$ cat src/hdl/fip_pkg.sv
package fip_pkg;

    localparam int unsigned DW = 64;

    localparam logic [DW-1:0] ONE_BITS  = 64'h3FF0_0000_0000_0000;
    localparam logic [DW-1:0] ZERO_BITS = 64'h0000_0000_0000_0000;
    // default NaN produced by an invalid product (infinity times zero)
    localparam logic [DW-1:0] DNAN_BITS = 64'hFFF8_0000_0000_0000;

    typedef enum logic [2:0] {
        OP_BASE = 3'b001,
        OP_PROD = 3'b010,
        OP_ACC  = 3'b100
    } op_sel_t;

    typedef struct packed {
        logic    load;
        logic    acc_clear;
        logic    acc_write;
        logic    idx_dec;
        logic    mul_start;
        op_sel_t op_sel;
        logic    out_load;
    } cmd_t;

    typedef struct packed {
        logic exp_zero;
        logic base_zero;
        logic cur_bit;
        logic idx_zero;
        logic mul_done;
    } sts_t;

endpackage

$ cat src/hdl/fip_fmul.sv
module fip_fmul (
    input  logic                   aclk,
    input  logic                   aresetn,
    input  logic                   start,
    input  logic [fip_pkg::DW-1:0] a_in,
    input  logic [fip_pkg::DW-1:0] b_in,
    output logic                   done,
    output logic [fip_pkg::DW-1:0] res
);
    import fip_pkg::*;

    typedef enum logic [5:0] {
        F_IDLE  = 6'b000001,
        F_PP    = 6'b000010,
        F_ADD   = 6'b000100,
        F_NORM  = 6'b001000,
        F_ROUND = 6'b010000,
        F_HOLD  = 6'b100000
    } fstate_t;

    fstate_t             state_reg, state_next;
    logic [63:0]         a_reg, a_next, b_reg, b_next;
    logic [1:0]          cnt_reg, cnt_next;
    logic [53:0]         pp_reg, pp_next;
    logic [6:0]          sh_reg, sh_next;
    logic [105:0]        p_reg, p_next;
    logic                sticky_reg, sticky_next;
    logic signed [13:0]  e_reg, e_next;
    logic                sgn_reg, sgn_next;
    logic [63:0]         res_reg, res_next;
    logic                done_reg, done_next;

    // operand classification on the incoming words
    logic        ia_nan, ib_nan, ia_inf, ib_inf, ia_zero, ib_zero, isgn;
    logic        spec;
    logic [63:0] spec_res;
    logic [10:0] ea, eb;
    logic [52:0] ma, mb;
    logic [26:0] mx, my;
    logic [105:0] pp_ext;
    logic [13:0]  dsh;
    logic [105:0] dmask;
    logic [52:0]  mrnd;
    logic         g, s, inc;
    logic [53:0]  m54;
    logic [52:0]  mfin;
    logic signed [13:0] efin;

    assign ia_nan  = (a_in[62:52] == 11'h7FF) && (a_in[51:0] != '0);
    assign ib_nan  = (b_in[62:52] == 11'h7FF) && (b_in[51:0] != '0);
    assign ia_inf  = (a_in[62:52] == 11'h7FF) && (a_in[51:0] == '0);
    assign ib_inf  = (b_in[62:52] == 11'h7FF) && (b_in[51:0] == '0);
    assign ia_zero = (a_in[62:0] == '0);
    assign ib_zero = (b_in[62:0] == '0);
    assign isgn    = a_in[63] ^ b_in[63];

    always_comb begin
        spec     = 1'b1;
        spec_res = ZERO_BITS;
        if (ia_nan) begin
            spec_res = a_in | 64'h0008_0000_0000_0000;
        end else if (ib_nan) begin
            spec_res = b_in | 64'h0008_0000_0000_0000;
        end else if ((ia_inf && ib_zero) || (ib_inf && ia_zero)) begin
            spec_res = DNAN_BITS;
        end else if (ia_inf || ib_inf) begin
            spec_res = {isgn, 11'h7FF, 52'd0};
        end else if (ia_zero || ib_zero) begin
            spec_res = {isgn, 63'd0};
        end else begin
            spec = 1'b0;
        end
    end

    assign ea = (a_reg[62:52] == '0) ? 11'd1 : a_reg[62:52];
    assign eb = (b_reg[62:52] == '0) ? 11'd1 : b_reg[62:52];
    assign ma = {(a_reg[62:52] != '0), a_reg[51:0]};
    assign mb = {(b_reg[62:52] != '0), b_reg[51:0]};
    assign mx = cnt_reg[1] ? {1'b0, ma[52:27]} : ma[26:0];
    assign my = cnt_reg[0] ? {1'b0, mb[52:27]} : mb[26:0];
    assign pp_ext = {52'd0, pp_reg} << sh_reg;

    assign dsh   = 14'sd1 - e_reg;
    assign dmask = ~({106{1'b1}} << dsh[6:0]);

    assign mrnd = p_reg[104:52];
    assign g    = p_reg[51];
    assign s    = (p_reg[50:0] != '0) | sticky_reg;
    assign inc  = g & (s | mrnd[0]);
    assign m54  = {1'b0, mrnd} + {53'd0, inc};
    assign mfin = m54[53] ? m54[53:1] : m54[52:0];
    assign efin = m54[53] ? e_reg + 14'sd1 : e_reg;

    always_comb begin
        state_next  = state_reg;
        a_next      = a_reg;
        b_next      = b_reg;
        cnt_next    = cnt_reg;
        pp_next     = pp_reg;
        sh_next     = sh_reg;
        p_next      = p_reg;
        sticky_next = sticky_reg;
        e_next      = e_reg;
        sgn_next    = sgn_reg;
        res_next    = res_reg;
        done_next   = 1'b0;
        case (state_reg)
            F_IDLE: begin
                if (start) begin
                    a_next      = a_in;
                    b_next      = b_in;
                    sgn_next    = isgn;
                    cnt_next    = '0;
                    p_next      = '0;
                    sticky_next = 1'b0;
                    pp_next     = '0;
                    sh_next     = '0;
                    if (spec) begin
                        res_next   = spec_res;
                        state_next = F_HOLD;
                    end else begin
                        state_next = F_PP;
                    end
                end
            end
            F_PP: begin
                // multiply one limb pair, fold in the previous one
                pp_next  = mx * my;
                sh_next  = 7'(({1'b0, cnt_reg[1]} + {1'b0, cnt_reg[0]}) * 27);
                p_next   = p_reg + pp_ext;
                cnt_next = cnt_reg + 2'd1;
                if (cnt_reg == 2'd0) begin
                    e_next = $signed({3'b000, ea}) + $signed({3'b000, eb}) - 14'sd1023;
                end
                if (cnt_reg == 2'd3) begin
                    state_next = F_ADD;
                end
            end
            F_ADD: begin
                p_next     = p_reg + pp_ext;
                state_next = F_NORM;
            end
            F_NORM: begin
                if (p_reg[105]) begin
                    sticky_next = sticky_reg | p_reg[0];
                    p_next      = p_reg >> 1;
                    e_next      = e_reg + 14'sd1;
                end else if (!p_reg[104] && (e_reg > 14'sd1)) begin
                    p_next = p_reg << 1;
                    e_next = e_reg - 14'sd1;
                end else if (e_reg < 14'sd1) begin
                    // subnormal result: align to the minimum exponent
                    if (dsh >= 14'sd106) begin
                        sticky_next = sticky_reg | (p_reg != '0);
                        p_next      = '0;
                    end else begin
                        sticky_next = sticky_reg | ((p_reg & dmask) != '0);
                        p_next      = p_reg >> dsh[6:0];
                    end
                    e_next = 14'sd1;
                end else begin
                    state_next = F_ROUND;
                end
            end
            F_ROUND: begin
                if (efin >= 14'sd2047) begin
                    res_next = {sgn_reg, 11'h7FF, 52'd0};
                end else if (mfin[52]) begin
                    res_next = {sgn_reg, efin[10:0], mfin[51:0]};
                end else begin
                    res_next = {sgn_reg, 11'd0, mfin[51:0]};
                end
                state_next = F_HOLD;
            end
            F_HOLD: begin
                done_next  = 1'b1;
                state_next = F_IDLE;
            end
            default: state_next = F_IDLE;
        endcase
    end

    always_ff @(posedge aclk) begin
        if (!aresetn) begin
            state_reg <= F_IDLE;
            done_reg  <= 1'b0;
        end else begin
            state_reg <= state_next;
            done_reg  <= done_next;
        end
        a_reg      <= a_next;
        b_reg      <= b_next;
        cnt_reg    <= cnt_next;
        pp_reg     <= pp_next;
        sh_reg     <= sh_next;
        p_reg      <= p_next;
        sticky_reg <= sticky_next;
        e_reg      <= e_next;
        sgn_reg    <= sgn_next;
        res_reg    <= res_next;
    end

    assign done = done_reg;
    assign res  = res_reg;

endmodule

$ cat src/hdl/fip_dp.sv
module fip_dp #(
    parameter int EXP_BITS = 31,
    parameter int S_W      = 96
) (
    input  logic                   aclk,
    input  logic                   aresetn,
    input  fip_pkg::cmd_t          cmd,
    output fip_pkg::sts_t          sts,
    input  logic [S_W-1:0]         s_tdata,
    output logic [fip_pkg::DW-1:0] m_tdata
);
    import fip_pkg::*;

    localparam int IDX_W = (EXP_BITS > 1) ? $clog2(EXP_BITS) : 1;

    logic [DW-1:0]       base_reg, base_next;
    logic [EXP_BITS-1:0] exp_reg, exp_next;
    logic [DW-1:0]       acc_reg, acc_next;
    logic [IDX_W-1:0]    idx_reg, idx_next;
    logic [DW-1:0]       out_reg, out_next;
    logic [DW-1:0]       op_a, prod;
    logic                mul_done;

    always_comb begin
        case (cmd.op_sel)
            OP_BASE: op_a = base_reg;
            OP_PROD: op_a = prod;
            OP_ACC:  op_a = acc_reg;
            default: op_a = acc_reg;
        endcase
    end

    fip_fmul u_fmul (
        .aclk    (aclk),
        .aresetn (aresetn),
        .start   (cmd.mul_start),
        .a_in    (op_a),
        .b_in    (acc_reg),
        .done    (mul_done),
        .res     (prod)
    );

    always_comb begin
        base_next = base_reg;
        exp_next  = exp_reg;
        acc_next  = acc_reg;
        idx_next  = idx_reg;
        out_next  = out_reg;
        if (cmd.load) begin
            base_next = s_tdata[DW-1:0];
            exp_next  = s_tdata[DW +: EXP_BITS];
            acc_next  = ONE_BITS;
            idx_next  = IDX_W'(EXP_BITS - 1);
        end
        if (cmd.acc_clear) begin
            acc_next = ZERO_BITS;
        end
        if (cmd.acc_write) begin
            acc_next = prod;
        end
        if (cmd.idx_dec) begin
            idx_next = idx_reg - 1'b1;
        end
        if (cmd.out_load) begin
            out_next = acc_reg;
        end
    end

    always_ff @(posedge aclk) begin
        base_reg <= base_next;
        exp_reg  <= exp_next;
        acc_reg  <= acc_next;
        idx_reg  <= idx_next;
        out_reg  <= out_next;
    end

    assign sts.exp_zero  = (exp_reg == '0);
    assign sts.base_zero = (base_reg[DW-2:0] == '0);
    assign sts.cur_bit   = exp_reg[idx_reg];
    assign sts.idx_zero  = (idx_reg == '0);
    assign sts.mul_done  = mul_done;
    assign m_tdata       = out_reg;

endmodule

$ cat src/hdl/fip_ctrl.sv
module fip_ctrl (
    input  logic          aclk,
    input  logic          aresetn,
    input  logic          s_tvalid,
    output logic          s_tready,
    output logic          m_tvalid,
    input  logic          m_tready,
    input  fip_pkg::sts_t sts,
    output fip_pkg::cmd_t cmd
);
    import fip_pkg::*;

    typedef enum logic [5:0] {
        S_IDLE  = 6'b000001,
        S_CHECK = 6'b000010,
        S_SCAN  = 6'b000100,
        S_BA    = 6'b001000,
        S_SQ    = 6'b010000,
        S_DONE  = 6'b100000
    } state_t;

    state_t state_reg, state_next;
    logic   seen_reg, seen_next;
    logic   mval_reg, mval_next;

    always_comb begin
        state_next = state_reg;
        seen_next  = seen_reg;
        mval_next  = mval_reg;
        cmd        = '0;
        cmd.op_sel = OP_ACC;
        if (mval_reg && m_tready) begin
            mval_next = 1'b0;
        end
        case (state_reg)
            S_IDLE: begin
                if (s_tvalid) begin
                    cmd.load   = 1'b1;
                    seen_next  = 1'b0;
                    state_next = S_CHECK;
                end
            end
            S_CHECK: begin
                if (sts.exp_zero) begin
                    state_next = S_DONE;
                end else if (sts.base_zero) begin
                    cmd.acc_clear = 1'b1;
                    state_next    = S_DONE;
                end else begin
                    state_next = S_SCAN;
                end
            end
            S_SCAN: begin
                if (sts.cur_bit) begin
                    seen_next     = 1'b1;
                    cmd.mul_start = 1'b1;
                    cmd.op_sel    = OP_BASE;
                    state_next    = S_BA;
                end else if (seen_reg) begin
                    cmd.mul_start = 1'b1;
                    cmd.op_sel    = OP_ACC;
                    state_next    = S_SQ;
                end else begin
                    // leading zeros leave the accumulator at one: skip
                    cmd.idx_dec = 1'b1;
                end
            end
            S_BA: begin
                if (sts.mul_done) begin
                    cmd.mul_start = 1'b1;
                    cmd.op_sel    = OP_PROD;
                    state_next    = S_SQ;
                end
            end
            S_SQ: begin
                if (sts.mul_done) begin
                    cmd.acc_write = 1'b1;
                    if (sts.idx_zero) begin
                        state_next = S_DONE;
                    end else begin
                        cmd.idx_dec = 1'b1;
                        state_next  = S_SCAN;
                    end
                end
            end
            S_DONE: begin
                if (!mval_reg || m_tready) begin
                    cmd.out_load = 1'b1;
                    mval_next    = 1'b1;
                    state_next   = S_IDLE;
                end
            end
            default: state_next = S_IDLE;
        endcase
    end

    always_ff @(posedge aclk) begin
        if (!aresetn) begin
            state_reg <= S_IDLE;
            seen_reg  <= 1'b0;
            mval_reg  <= 1'b0;
        end else begin
            state_reg <= state_next;
            seen_reg  <= seen_next;
            mval_reg  <= mval_next;
        end
    end

    assign s_tready = (state_reg == S_IDLE);
    assign m_tvalid = mval_reg;

endmodule

$ cat src/hdl/float_integer_power.sv
// float_integer_power: raises a double precision base to a non-negative
// integer power by square-and-multiply, scanning the exponent from its top.
// Input channel s_: one word carries the base bits and the exponent.
// Output channel m_: one word per input word, the result as a double.
// One item is in flight at a time; s_tready is high only while idle.
// Leading zero exponent bits are skipped without a multiply. From the
// highest set bit down, each bit costs one squaring, plus a base product
// where the bit is set; both run on one shared double multiplier that
// forms the 53x53 mantissa product from four 27x27 partial products.
// Its normaliser works step by step, so a multiply takes longer when the
// product needs a right shift or an operand is subnormal.
// A zero exponent or zero base skips the multiplies and goes straight
// to the output register.
// The result sits in an output register; while the receiver stalls the
// next item may be accepted and computed, and waits only to be handed over.
// Reset (aresetn low, synchronous) drops any item in flight and clears
// m_tvalid.
module float_integer_power #(
    parameter int EXP_BITS = 31
) (
    input  logic                              aclk,
    input  logic                              aresetn,
    input  logic                              s_tvalid,
    output logic                              s_tready,
    // base_bits [63:0], exponent [64 +: EXP_BITS], zero padding above
    input  logic [((64+EXP_BITS+7)/8)*8-1:0] s_tdata,
    output logic                              m_tvalid,
    input  logic                              m_tready,
    // result_bits [63:0]
    output logic [63:0]                       m_tdata
);
    import fip_pkg::*;

    localparam int S_W = ((64 + EXP_BITS + 7) / 8) * 8;

    cmd_t cmd;
    sts_t sts;

    fip_ctrl u_ctrl (
        .aclk     (aclk),
        .aresetn  (aresetn),
        .s_tvalid (s_tvalid),
        .s_tready (s_tready),
        .m_tvalid (m_tvalid),
        .m_tready (m_tready),
        .sts      (sts),
        .cmd      (cmd)
    );

    fip_dp #(
        .EXP_BITS (EXP_BITS),
        .S_W      (S_W)
    ) u_dp (
        .aclk    (aclk),
        .aresetn (aresetn),
        .cmd     (cmd),
        .sts     (sts),
        .s_tdata (s_tdata),
        .m_tdata (m_tdata)
    );

endmodule

$ cat config.mk
export PLATFORM = sky130hd
export DESIGN_NAME = float_integer_power
export DESIGN_NICKNAME = d
export VERILOG_FILES = /design/src/hdl/fip_pkg.sv /design/src/hdl/fip_fmul.sv /design/src/hdl/fip_dp.sv /design/src/hdl/fip_ctrl.sv /design/src/hdl/float_integer_power.sv
export SDC_FILE = /design/constraint.sdc
export NUM_CORES = 2
export LEC_CHECK = 0
export BUFFER_PORTS_ARGS = -buffer_cell sky130_fd_sc_hd__buf_2
export CORE_MARGIN = 2
export CORE_UTILIZATION = 45
export CTS_BUF_LIST = sky130_fd_sc_hd__clkbuf_4
export CTS_CLUSTER_DIAMETER = 120
export DETAILED_ROUTE_END_ITERATION = 10
export PLACE_DENSITY = 0.65
export SYNTH_ARGS = -nofsm -noshare
export SYNTH_HDL_FRONTEND = slang
export SYNTH_SLANG_ARGS = --single-unit
$ cat constraint.sdc
create_clock -name aclk -period 29.7 [get_ports aclk]
set_clock_uncertainty 0.05 [all_clocks]
set_input_delay 8.91 -clock aclk [delete_from_list [all_inputs] [get_ports aclk]]
set_output_delay 8.91 -clock aclk [all_outputs]
set_load 0.005 [all_outputs]
==> metrics.md <==
| Metric | Value |
|---|---|
| Status | completed |
| Hold/Removal Path Class | reg -> reg |
| Drt total wl | 282 mm |
| Top Ports | 166 |
| Most frequent cells in the layout | nand2_1 (1205), inv_1 (814), nor2_1 (693), fa_1 (626), edfxtp_1 (599) |
| Data arrival, critical path | 2430 ps |
| Final Setup Violations | 0 |
| Crit path time final | 11390 ps |
| Die width | 402 um |
| Vias in the first global route | 64.1k |
| Pint | 1520 uW |
| Layout cells sized above 1 | 11.3% |
| FMAX | 87.8 MHz |
| H-tree levels | 4 |
| TritonCTS Buffers | 170 |
| Syn_nets | 9024 |
| CP max-delay cell | nor4_1 |
| Syn. warnings | 0 |
| CTS tree | done |
| Number of fill cells | 15.1k |
| Final nets | 8932 |
| Power per cell area | 29.3 mW/mm^2 |
| Via count | 64.1k |
| Initial Util | 45.2% |
| DR vias/cell | 6.36 |
| CTS root buf | clkbuf_4 |
| Mapped Cells | 7964 |
| Total Power | 2230 uW |
| Gr usage total | 34.4% |
| Unrepaired setup endpoints after global routing | no |
| Worst slack at placement | 18920 ps |
| Row count | 146 |
| Avg Inst Size Synth | 8.97 sq um |
| Setup bufs post-CTS | 0 |
| Grt ovf | 0 |
| Max rail drop VDD | 0.0000382 V |
| Initial DRC count | 8285 |
| Max-Cap Viols | 0 |
| WP data required | 20740 ps |
| #FFs+latches synth | 614 |
| Resized Gates After CTS | 0 |
| Layout Utilization | 48.2% |
| Hold Vio Cnt, Final | 0 |
| Initial antenna violation count | 9 |
| Area grow syn2layout | 6.56% |
| Worst path cell trace | nor4_1 -> nand3b_1 -> inv_1 -> buf_2 |
| Clock share of power | 36.1% |
| CTS clock-pin slew for the worst setup and hold paths | 70 ps |
| Commonest non-fill, non-tap cell in the layout | nand2_1 |
| Routed length per instance | 28.0 um |
| Post-synth EDFFs | 599 |
| Clk_lat worst skew | 1200 ps |
| Post-synth ARST share | 0% |
| Final worst path period share | 38.4% |
| Full die area | 0.162 sq mm |
| Post-synthesis sequential area ratio | 25.6% |
| Cell family with most CP delay | simple AND/OR/NAND/NOR gates |
| Buf/Inv on CP | 2 |
| Final ANT Viol Nets | 0 |
| Port Buffers | 164 |
| P_sw | 707 uW |
| Comb pwr share | 18.3% |
| CP max FO | 6 |
| Post-CTS Hold Buffers | 0 |
| Sw frac | 31.7% |
| Crit-path max cell delay | 440 ps |
| Core ar. | 0.158 sq mm |
| Final setup margin | 18310 ps |
| Clock sink count | 614 |
| Final setup TNS | 0 ps |
| Number of flip-flops in the largest register | 106 |
| Gpl congestion | 1.01 |
| Synthesized area | 0.0714 sq mm |
| Clock buffer depth | 3 |
| Netlist cell types | 97 |
| First-pass GRT wire length | 415 mm |
| Worst-Margin Slew | 1310 ps |
| Final Max Slew Viols | 0 |
| Reg power frac | 45.6% |
| Area post-placement | 0.0739 sq mm |
| Worst Setup Start Kind | flip-flop |
| Largest net degree at the start of global routing | 139 |
| Die height | 402 um |
| Leakage power | 0.0328 uW |
| Critical path class | reg -> out |
| Post-route cell area | 0.0761 sq mm |
| Pre-antenna DRT Iters | 6 |
| Post-route DRC | 0 |
| Worst rel slew slack | 12.2% |
| Crit. End Element | primary output |
| Top_reg_cell synth | edfxtp_1 |
| DP Wirelength | 212 mm |
[worst paths after layout]
kind                                                             from                                   end  slack (ps)  depth (start not counted)
worst max-delay path                 u_ctrl.state_reg[5]$_SDFFE_PN0P_                              s_tready       18310                          4
worst min-delay path            u_dp.u_fmul.state_reg[5]$_SDFFE_PN0P_           u_dp.u_fmul.done$_SDFF_PN0_         460                          2
worst min register to register  u_dp.u_fmul.state_reg[5]$_SDFFE_PN0P_           u_dp.u_fmul.done$_SDFF_PN0_         460                          2
worst max register to register    u_dp.u_fmul.sh_reg[3]$_SDFFCE_PN0P_  u_dp.u_fmul.pp_reg[51]$_SDFFCE_PN0P_       19960                         23
[final cells by class]
type,instances,area [sq um],area share [%]
Sequential cell,614,18300,24.0
Multi-Input combinational cell,5947,47900,63.0
Tap cell,2072,2590,3.41
Timing Repair Buffer,318,1990,2.61
Clock inverter,67,482,0.633
Antenna cell,15,37.5,0.0493
Clock buffer,226,1700,2.23
Inverter,821,3090,4.05
[layer usage]
layer,vias to the layer above,part of all wire (%),GRT usage (%)
met4,6,6.4,19.5
met1,31800,39,45.6
met2,3901,44,52.7
met3,839,10,6.77
li1,27600,-,-
met5,-,0.016,0
[worst min-delay path, cell delays in order, from the launching register on]
cell and delay, ps:
dfxtp_1 350, nand2_1 80, nor3_1 40
[cells in the mapped netlist (60+ instances only)]
master | instances | area, sq um
a211oi_1 | 60 | 450
a21o_1 | 114 | 856
a21oi_1 | 458 | 2290
a31oi_1 | 63 | 394
and2_1 | 83 | 519
and3_1 | 96 | 601
buf_1 | 107 | 402
clkbuf_1 | 440 | 1650
edfxtp_1 | 599 | 18000
fa_1 | 626 | 12500
ha_1 | 334 | 4180
inv_1 | 817 | 3070
mux2_2 | 97 | 1090
mux2i_1 | 288 | 2880
mux4_2 | 128 | 2880
nand2_1 | 1206 | 4530
nand3_1 | 95 | 475
nand4_1 | 89 | 557
nor2_1 | 698 | 2620
nor3_1 | 77 | 385
nor4_1 | 103 | 644
o21ai_0 | 296 | 1480
o22ai_1 | 182 | 1140
xnor2_1 | 135 | 1180
xor2_1 | 104 | 911
[through the flow]
step | std cells | hold slack [ps]
after detailed placement | 9772 | 443
final | 10100 | 462
after global placement | 9772 | 425
after floorplan | 7964 | 398
after CTS | 10100 | 457
after global routing | 10100 | 476
[cell families after synthesis]
group	count (synthesis)	synth area share, %
muxes	522	9.78
xor gates and xnor gates	240	2.96
adders and majority gates	964	23.5
AOI/OAI and AO/OA	1630	14.8
and+or+nand+nor	2591	15.9
buffers and inverters	1403	7.54
DFF	614	25.6
[power groups by stage]
stage / sequential, uW / clock [uW] / combinational, uW
finish: 1010 / 805 / 408
global route: 1010 / 861 / 441
CTS: 1010 / 819 / 401
detailed placement: 1030 / 0 / 397
global placement: 1030 / 0 / 396
floorplan: 1010 / 0 / 272
Power figures use the tool's default switching activity.
